==> src/rtl/rth_pkg.sv <==
// Shared types and constants for the integer RGB to HSV converter.
package rth_pkg;

  // Quotient bits produced by the division chain (the hue fraction reaches 65536).
  localparam int unsigned QuotBits  = 17;
  localparam int unsigned FracShift = 16;
  localparam int unsigned ChanW     = 8;
  localparam int unsigned HueW      = 19;
  localparam int unsigned SatW      = 16;

  // Hue sector, selected from the positions of the maximum and minimum channel.
  typedef enum logic [2:0] {
    SecRedMaxBlueMin   = 3'd0,
    SecGreenMaxBlueMin = 3'd1,
    SecGreenMaxRedMin  = 3'd2,
    SecBlueMaxRedMin   = 3'd3,
    SecBlueMaxGreenMin = 3'd4,
    SecOther           = 3'd5
  } rth_sector_e;

  // One restoring division in flight: partial remainder, divisor, and a shift
  // register that feeds numerator bits out of the top and takes quotient bits in.
  typedef struct packed {
    logic [ChanW-1:0]    rem;
    logic [ChanW-1:0]    div;
    logic [QuotBits-1:0] num;
  } rth_div_t;

  // Everything one pixel carries along the chain.
  typedef struct packed {
    logic [ChanW-1:0] value;
    logic [ChanW-1:0] alpha;
    logic             grey;
    rth_sector_e      sector;
    rth_div_t         sat;
    rth_div_t         frac;
  } rth_stage_t;

endpackage

==> src/rtl/rth_prep.sv <==
// Front stage: max, min, median, sector choice and division set-up for one pixel.
module rth_prep (
  input  logic                          clk_i,
  input  logic                          rst_ni,
  input  logic                          valid_i,
  output logic                          ready_o,
  input  logic [rth_pkg::ChanW-1:0]     red_i,
  input  logic [rth_pkg::ChanW-1:0]     green_i,
  input  logic [rth_pkg::ChanW-1:0]     blue_i,
  input  logic [rth_pkg::ChanW-1:0]     alpha_i,
  output logic                          valid_o,
  input  logic                          ready_i,
  output rth_pkg::rth_stage_t           data_o
);

  logic                        valid_q;
  rth_pkg::rth_stage_t         data_q, data_d;
  logic [rth_pkg::ChanW-1:0]   mx, mn, med, span, span_m1, med_off;

  always_comb begin
    mx = red_i;
    mn = red_i;
    if (green_i < mn) mn = green_i;
    if (blue_i < mn) mn = blue_i;
    if (green_i > mx) mx = green_i;
    if (blue_i > mx) mx = blue_i;

    // Median as the model picks it, ties included.
    if ((red_i > green_i) != (red_i > blue_i)) begin
      med = red_i;
    end else if ((green_i < red_i) != (green_i < blue_i)) begin
      med = green_i;
    end else begin
      med = blue_i;
    end

    span    = mx - mn;
    span_m1 = span - 8'd1;
    med_off = med - mn;

    data_d.value = mx;
    data_d.alpha = alpha_i;
    data_d.grey  = (span == '0);

    if (mx == red_i && mn == blue_i) begin
      data_d.sector = rth_pkg::SecRedMaxBlueMin;
    end else if (mx == green_i && mn == blue_i) begin
      data_d.sector = rth_pkg::SecGreenMaxBlueMin;
    end else if (mx == green_i && mn == red_i) begin
      data_d.sector = rth_pkg::SecGreenMaxRedMin;
    end else if (mx == blue_i && mn == red_i) begin
      data_d.sector = rth_pkg::SecBlueMaxRedMin;
    end else if (mx == blue_i && mn == green_i) begin
      data_d.sector = rth_pkg::SecBlueMaxGreenMin;
    end else begin
      data_d.sector = rth_pkg::SecOther;
    end

    // Saturation numerator is span*65536-1 = {span-1, 16 ones}; its top seven
    // bits are already below the divisor, so they seed the remainder.
    data_d.sat.rem = {1'b0, span_m1[7:1]};
    data_d.sat.div = mx;
    data_d.sat.num = {span_m1[0], {rth_pkg::FracShift{1'b1}}};

    // Fraction numerator is (median-min)*65536, seeded the same way.
    data_d.frac.rem = {1'b0, med_off[7:1]};
    data_d.frac.div = span;
    data_d.frac.num = {med_off[0], {rth_pkg::FracShift{1'b0}}};
  end

  assign ready_o = !valid_q || ready_i;

  always_ff @(posedge clk_i or negedge rst_ni) begin
    if (!rst_ni) begin
      valid_q <= 1'b0;
    end else if (ready_o) begin
      valid_q <= valid_i;
    end
  end

  always_ff @(posedge clk_i) begin
    if (ready_o && valid_i) begin
      data_q <= data_d;
    end
  end

  assign valid_o = valid_q;
  assign data_o  = data_q;

endmodule

==> src/rtl/rth_div_cell.sv <==
// One cell of the division chain: one restoring step for both divisions.
module rth_div_cell (
  input  logic                clk_i,
  input  logic                rst_ni,
  input  logic                valid_i,
  output logic                ready_o,
  input  rth_pkg::rth_stage_t data_i,
  output logic                valid_o,
  input  logic                ready_i,
  output rth_pkg::rth_stage_t data_o
);

  logic                valid_q;
  rth_pkg::rth_stage_t data_q, data_d;
  logic [8:0]          sat_trial, frac_trial;
  logic                sat_ge, frac_ge;

  always_comb begin
    data_d = data_i;

    sat_trial = {data_i.sat.rem, data_i.sat.num[rth_pkg::QuotBits-1]};
    sat_ge    = (sat_trial >= {1'b0, data_i.sat.div});
    data_d.sat.rem = sat_ge ? 8'(sat_trial - {1'b0, data_i.sat.div}) : sat_trial[7:0];
    data_d.sat.num = {data_i.sat.num[rth_pkg::QuotBits-2:0], sat_ge};

    frac_trial = {data_i.frac.rem, data_i.frac.num[rth_pkg::QuotBits-1]};
    frac_ge    = (frac_trial >= {1'b0, data_i.frac.div});
    data_d.frac.rem = frac_ge ? 8'(frac_trial - {1'b0, data_i.frac.div}) : frac_trial[7:0];
    data_d.frac.num = {data_i.frac.num[rth_pkg::QuotBits-2:0], frac_ge};
  end

  assign ready_o = !valid_q || ready_i;

  always_ff @(posedge clk_i or negedge rst_ni) begin
    if (!rst_ni) begin
      valid_q <= 1'b0;
    end else if (ready_o) begin
      valid_q <= valid_i;
    end
  end

  always_ff @(posedge clk_i) begin
    if (ready_o && valid_i) begin
      data_q <= data_d;
    end
  end

  assign valid_o = valid_q;
  assign data_o  = data_q;

endmodule

==> src/rtl/rth_finish.sv <==
// Output stage: assembles hue and saturation from the quotients and holds the result.
module rth_finish (
  input  logic                      clk_i,
  input  logic                      rst_ni,
  input  logic                      valid_i,
  output logic                      ready_o,
  input  rth_pkg::rth_stage_t       data_i,
  output logic                      valid_o,
  input  logic                      ready_i,
  output logic [rth_pkg::HueW-1:0]  hue_o,
  output logic [rth_pkg::SatW-1:0]  saturation_o,
  output logic [rth_pkg::ChanW-1:0] value_o,
  output logic [rth_pkg::ChanW-1:0] alpha_o
);

  logic                      valid_q;
  logic [rth_pkg::HueW-1:0]  hue_q, hue_d;
  logic [rth_pkg::SatW-1:0]  sat_q, sat_d;
  logic [rth_pkg::ChanW-1:0] value_q, alpha_q;
  logic [19:0]               base, frac;

  always_comb begin
    // sector * 65535 without a multiplier.
    base = {1'b0, data_i.sector, 16'b0} - 20'(data_i.sector);
    // Odd sectors mirror the fraction: 65535 - (q + 1); may dip below zero
    // when the median ties the maximum, which wraps exactly as the 19-bit mask does.
    if (data_i.sector[0]) begin
      frac = 20'd65534 - 20'(data_i.frac.num);
    end else begin
      frac = 20'(data_i.frac.num) + 20'd1;
    end
    if (data_i.grey) begin
      hue_d = '0;
      sat_d = '0;
    end else begin
      hue_d = rth_pkg::HueW'(base + frac);
      sat_d = data_i.sat.num[rth_pkg::SatW-1:0];
    end
  end

  assign ready_o = !valid_q || ready_i;

  always_ff @(posedge clk_i or negedge rst_ni) begin
    if (!rst_ni) begin
      valid_q <= 1'b0;
    end else if (ready_o) begin
      valid_q <= valid_i;
    end
  end

  always_ff @(posedge clk_i) begin
    if (ready_o && valid_i) begin
      hue_q   <= hue_d;
      sat_q   <= sat_d;
      value_q <= data_i.value;
      alpha_q <= data_i.alpha;
    end
  end

  assign valid_o      = valid_q;
  assign hue_o        = hue_q;
  assign saturation_o = sat_q;
  assign value_o      = value_q;
  assign alpha_o      = alpha_q;

endmodule

==> src/rtl/rgb_to_hsv_integer.sv <==
// Top level of the integer RGB to HSV converter with a 16-bit-per-sector hue.
//
// One RGBA pixel enters on the slave stream and one HSV pixel leaves on the
// master stream for every item, in order. The block has no configuration.
// Structure: a set-up stage finds max, min, median and the hue sector, then a
// row of 17 identical division cells each works out one quotient bit of both
// the saturation and the hue fraction divisions, and an output register
// forms the hue and holds the result.
// Throughput is one item per clock while the receiver is ready: every stage
// then passes its item on in each cycle, so a new pixel can be accepted
// every cycle.
// Each stage takes a new item whenever it is empty or its neighbour takes
// its current one, so when the receiver stalls the items close up behind
// the output register and the slave side keeps accepting until the chain
// is full; tready then drops. Reset (rst_ni low, asynchronous) empties
// every stage; no item is lost or repeated across a stall.
module rgb_to_hsv_integer (
  input  logic        clk_i,
  input  logic        rst_ni,
  input  logic        s_axis_tvalid,
  output logic        s_axis_tready,
  input  logic [31:0] s_axis_tdata,  // red [7:0], green [15:8], blue [23:16], alpha [31:24]
  output logic        m_axis_tvalid,
  input  logic        m_axis_tready,
  output logic [55:0] m_axis_tdata   // hue [18:0], saturation [34:19], value [42:35],
                                     // alpha_out [50:43], zeros [55:51]
);

  localparam int unsigned NumCells = rth_pkg::QuotBits;

  // Chain links: index 0 is the set-up stage output, index NumCells the last cell.
  logic                valid_c [NumCells+1];
  logic                ready_c [NumCells+1];
  rth_pkg::rth_stage_t data_c  [NumCells+1];

  logic [rth_pkg::HueW-1:0]  hue;
  logic [rth_pkg::SatW-1:0]  saturation;
  logic [rth_pkg::ChanW-1:0] value, alpha_out;

  rth_prep u_prep (
    .clk_i   (clk_i),
    .rst_ni  (rst_ni),
    .valid_i (s_axis_tvalid),
    .ready_o (s_axis_tready),
    .red_i   (s_axis_tdata[7:0]),
    .green_i (s_axis_tdata[15:8]),
    .blue_i  (s_axis_tdata[23:16]),
    .alpha_i (s_axis_tdata[31:24]),
    .valid_o (valid_c[0]),
    .ready_i (ready_c[0]),
    .data_o  (data_c[0])
  );

  // One quotient bit per cell, most significant first.
  for (genvar i = 0; i < NumCells; i++) begin : g_cell
    rth_div_cell u_cell (
      .clk_i   (clk_i),
      .rst_ni  (rst_ni),
      .valid_i (valid_c[i]),
      .ready_o (ready_c[i]),
      .data_i  (data_c[i]),
      .valid_o (valid_c[i+1]),
      .ready_i (ready_c[i+1]),
      .data_o  (data_c[i+1])
    );
  end

  rth_finish u_finish (
    .clk_i        (clk_i),
    .rst_ni       (rst_ni),
    .valid_i      (valid_c[NumCells]),
    .ready_o      (ready_c[NumCells]),
    .data_i       (data_c[NumCells]),
    .valid_o      (m_axis_tvalid),
    .ready_i      (m_axis_tready),
    .hue_o        (hue),
    .saturation_o (saturation),
    .value_o      (value),
    .alpha_o      (alpha_out)
  );

  assign m_axis_tdata = {5'b0, alpha_out, value, saturation, hue};

endmodule

==> config.mk <==
export PLATFORM = sky130hd
export DESIGN_NAME = rgb_to_hsv_integer
export DESIGN_NICKNAME = d
export VERILOG_FILES = /design/src/rtl/rth_pkg.sv /design/src/rtl/rth_prep.sv /design/src/rtl/rth_div_cell.sv /design/src/rtl/rth_finish.sv /design/src/rtl/rgb_to_hsv_integer.sv
export SDC_FILE = /design/constraint.sdc
export NUM_CORES = 2
export LEC_CHECK = 0
export ABC_CLOCK_PERIOD_IN_PS = 7000
export BUFFER_PORTS_ARGS = -buffer_cell sky130_fd_sc_hd__buf_2
export CAP_MARGIN = 25
export CORE_AREA = 4 4 278 348
export DETAILED_ROUTE_END_ITERATION = 12
export DIE_AREA = 0 0 282 352
export MAX_ROUTING_LAYER = met4
export PLACE_DENSITY = 0.7
export RECOVER_POWER = 100
export SLEW_MARGIN = 20
export SYNTH_ARGS = -nofsm -noshare
export SYNTH_HDL_FRONTEND = slang
export SYNTH_SLANG_ARGS = --single-unit
==> constraint.sdc <==
create_clock -name clk_i -period 7 [get_ports clk_i]
set_clock_uncertainty 0.15 [all_clocks]
set_input_delay 0.35 -clock clk_i [delete_from_list [all_inputs] [get_ports clk_i]]
set_output_delay 0.35 -clock clk_i [all_outputs]
set_load 0.1 [all_outputs]
# After elaboration in Yosys (flattened, before gate mapping)
# Index checks and enable logic that the tools add are counted.
# word_totals
ff_bits,1127
in_bits,36
# op_classes
mux,43
n_reduce_logical,65
n_eq_ne,8
order_cmp,41
addsub,39
# ops
op,n
8-bit 2-to-1 mux,38
9-bit by 8-bit greater-or-equal comparator with 1-bit output,32
8-bit subtractor,34
8-bit equality test,6
8-bit greater-than comparator,4
1-bit logical AND,24
8-bit less-than comparator,3
19-bit adder,1
1-bit logical NOT,19
1-bit logical OR,19
19-bit 2-to-1 mux,1
19-bit by 3-bit subtractor with 19-bit output,1
"17-bit by 1-bit adder with 18-bit output, second input constant",1
"16-bit by 17-bit subtractor with 18-bit output, first input constant",1
8-bit greater-or-equal comparator,2
8-bit logical NOT,1
"8-bit by 1-bit subtractor with 8-bit output, second input constant",1
2-bit 2-to-1 mux,2
4-bit OR reduction,1
1-bit 2-to-1 mux,2
1-bit inequality test,2
2-bit OR reduction,1

# Depth between registers and ports, before layout
# depth
depth_word,21
mapped_depth,32
ltp_nobuf,29

# By module
# From an unflattened synthesis, not the netlist that was laid out.
# unflattened
cells_unflattened,4626
area_unflattened_um2,69646.8
# modules_own_cells
module,cells_each,instances,area_each_um2
rth_div_cell at g_cell[14].u_cell ...,224,10,3632.2
rth_div_cell at g_cell[0].u_cell ...,219,6,3597.2
rth_prep,530,1,4783.3
rth_div_cell at g_cell[13].u_cell,223,1,3599.7
rth_finish,313,1,3316.9
rgb_to_hsv_integer,6,1,41.3

# Worst setup path after synthesis
# No wires, ideal clock.
# synth_timing
kind,reg-to-reg
from,register u_finish.valid_q (netlist: u_finish.valid_o)
to,"register g_cell[8].u_cell.data_q, in the netlist g_cell[8].u_cell.data_o[0] (enable)"
setup_time_ps,573
slack_ps,223
required_time_ps,6277
arrival_ps,6054
path_buffers,0
stages_incl_launch_ff,8
synth_period_minus_slack_ps,6777
path_cell_list,dfrtp_1 -> nor2b_1 -> nand3_1 -> nor2_1 -> nand3_1 -> nor2_1 -> and2_1 -> a21boi_0
# synth_via
elab_chain_cells,12
# synth_lines
element,line_no,source
"start, declared",rth_finish.sv:16,logic valid_q;
"start signal, assigned",rth_finish.sv:47,valid_q <= valid_i;
1-bit logical NOT,rth_finish.sv:41,assign ready_o = !valid_q || ready_i;
1-bit logical OR,rth_finish.sv:41,
1-bit logical OR (9 in series),rth_div_cell.sv:32,assign ready_o = !valid_q || ready_i;
1-bit logical AND,rth_div_cell.sv:43,if (ready_o && valid_i) begin
"end signal, assigned",rth_div_cell.sv:44,data_q <= data_d;
"end, declared",rth_div_cell.sv:14,"rth_pkg::rth_stage_t data_q, data_d;"
# No other way between the ends.
# A chain may end at the register's enable or synchronous reset.

==> out/results.ini <==
[global_route]
grt_pass1_vias=29100
grt_pass1_wl_mm=145
overflow=0
antenna_found_initial=0
grt_max_degree=72
grt_util_all_layers=0.188

[clock_tree]
root_buffer=clkbuf_16
htree_levels=3
clk_pin_slew_ns=0.06
cts_buffers=107
cts.sinks=1127
post_cts_buffers=0
cts.path.max_buffers=3
insertion_delay_ns=0.67
cts_tree=yes

[logic_synthesis]
synthesis.instances=3789
synth.distinct_cells=81
synth-seq-area-share=0.661
synth_area_mm2=0.0511
yosys-top-cells-area=edfxtp_1, ha_1, inv_1
avgSynthCellArea_um2=13.5
ys_seq_elements=1127
synth_edf_count=1108
ys_async_sr_fraction=0.0169
yosys.area.top_type=edfxtp_1
netlist.area_leader.share=0.651
synthFlopType=edfxtp_1
ys_warn_count=0

[power_and_ir_drop]
ir_worst_vdd_mv=0.276
p_leak_nw=22.3
p_per_area_mw_per_mm2=439

[routing]
routed_wl_mm=89.6
post_drt_via_cell_ratio=5.35
antenna_left=0
remaining_drc_errors=0
dr.first_iter.drc_count=1398
drt-pass1-iter-count=5
wl_per_cell_um=16.9
num_vias=28300

[worst_setup_path]
worst_r2r_path_depth=10
critPathArrivalTime_ns=6.23
slowest_delay_ns=0.46
cp-end-kind=flip-flop
path_class=input port to flip-flop
cp_max_fo=8
worst_ep_required_time_ns=7.25
endpoint=u_prep.data_o[64]
r2r-end=u_prep.data_o[66]
cp-start-kind=input port
cp_slowest_cell=clkbuf_1
crit_start=s_axis_tdata[2]
cp_common_cell=ha_1
r2r_start=u_finish.valid_o
rrSetupSlack_ns=1.81

[floorplan]
die_y_um=352
row_count=125
chipWidth_um=282
pin_count=94
start_util=0.549
core_area_mm2=0.0931
die-area_mm2=0.0993

[timing]
tightest_slew_ns=3.67
setup_violations=0
hold_viol_final=0
slew_violations=1090
max_slew_margin=-1.45
tns_ns=0
fin_crit_sh=0.854
fmax_mhz=167
rsz0062_at_grt=false
hold_slack_ns=0.184
period_needed_ns=5.98

[finish]
final_common_cell=edfxtp_1
fillers=7064
final_cell_mix=edfxtp_1, inv_1, ha_1, o21ai_0, nand2_1
syn_to_final_growth_pct=10.9
regArea_mm2=0.0337
final_layout_size_suffix_gt1_frac=0.0651
multi_input_area_mm2=0.0154
antenna_cells=0
final_nets=4405

[placed_design]
portBuffers=88
gp_congestion=0.904
hpwl_mm=66.0

[run]
drv_cap=19

[hold_path]
hp-class=input port to flip-flop

[outcome]
failed_checks=capacitance limit, slew limit
status=complete, but fails checks

-- sequential cells by signal, indices dropped and copies added (netlist names) --
| signal | flops |
|---|---|
| u_finish.value_o | 8 |
| u_finish.saturation_o | 16 |
| u_finish.hue_o | 19 |
| g_cell.u_cell.valid_o | 17 |
| u_finish.valid_o | 1 |
| u_finish.alpha_o | 8 |
| u_prep.data_o | 44 |
| g_cell.u_cell.data_o | 1013 |
| u_prep.valid_o | 1 |
-- how the worst min path moves through the flow --
stage | start | end | slack (ns) | cells past startpoint
2_1_floorplan | rst_ni | g_cell[0].u_cell.valid_o | -0.1 | 0
3_3_place_gp | rst_ni | u_finish.valid_o | 0.24 | 1
3_5_place_dp | rst_ni | u_finish.valid_o | 0.25 | 1
4_1_cts | rst_ni | u_finish.valid_o | 0.05 | 2
5_1_grt | s_axis_tdata[16] | u_prep.data_o[78] | 0.18 | 3
6_report | s_axis_tdata[21] | u_prep.data_o[83] | 0.18 | 4
-- metrics by stage --
step           instance area (um2)  setup WS, ns  utilization  cells  total power, W
2_1_floorplan                51100         0.223            -   3793          0.0175
3_3_place_gp                 53400         0.740        0.574   5088          0.0193
3_5_place_dp                 53400         0.709        0.574   5089          0.0196
4_1_cts                      56900          1.42        0.611   5288          0.0252
5_1_grt                      56700         0.432        0.609   5289          0.0267
6_report                     56700          1.02        0.609   5289          0.0249
-- logic make-up (layout without fill, tap and decap cells) --
family | Yosys count | after routing | synth area share
adders and majority gates | 365 | 365 | 0.0945
other | 1 | 5 | 0.0000734
and+or+nand+nor | 829 | 829 | 0.0798
buffers and inverters | 530 | 820 | 0.0397
DFF | 1127 | 1127 | 0.661
muxes | 34 | 34 | 0.00708
xor gates and xnor gates | 199 | 199 | 0.0341
AOI/OAI and AO/OA | 704 | 704 | 0.0841
-- report_power, final --
group          internal [W]  switching [W]  leakage [nW]  total [W]
clock               0.00315        0.00234          1.63    0.00550
sequential           0.0101       0.000804          11.0     0.0109
combinational       0.00325        0.00521          9.66    0.00846
-- repair_timing --
action                     in CTS  in global routing
setup endpoints to repair       0                  0
hold endpoints to repair       31                  0
hold buffers                   11                  0
resized for setup               0                  0
-- synthesized netlist by cell type, types with 4 or more instances --
library cell     n
edfxtp_1      1108
inv_1          459
ha_1           330
o21ai_0        314
nand2_1        247
nor2_1         196
a21oi_1        125
xnor2_1        108
nor2b_1        107
xor2_1          91
nand2b_1        66
nand4_1         61
clkbuf_1        58
a21o_1          57
o31ai_1         48
nand3_1         45
a21boi_0        40
fa_1            35
and2_1          33
and3_1          22
mux2i_1         22
dfrtp_1         19
o21bai_1        19
a311oi_1        17
o211a_1         17
or4_1           16
mux2_2          10
o21a_1           9
a31oi_1          7
buf_4            6
nor3_1           6
or2_2            6
and4_1           5
nor4_1           5
o2111ai_1        5
o211ai_1         5
o21ai_1          4
-- area by class of cell --
class / count / area share
Sequential cell: 1127 / 0.595
Clock buffer: 134 / 0.0490
Inverter: 460 / 0.0305
Tap cell: 1206 / 0.0266
Clock inverter: 54 / 0.0102
Multi-Input combinational cell: 2136 / 0.272
Timing Repair Buffer: 172 / 0.0162
-- worst max-delay path: cells and delay by family --
kind | cells | cell delay [ns]
compound gates | 10 | 1.88
xor+xnor | 2 | 0.22
fa+ha+maj | 3 | 0.81
buf+inv | 5 | 1.10
mux | 2 | 0.66
simple gates | 7 | 1.18
-- metal layers --
metal	track usage	routed length, um	vias up
met3	0.0274	3120	207
met2	0.363	50700	484
li1	-	-	14100
met4	0.0656	3160	0
met1	0.190	32600	13600
met5	-	0	-
(Power assumes the default switching activity.)
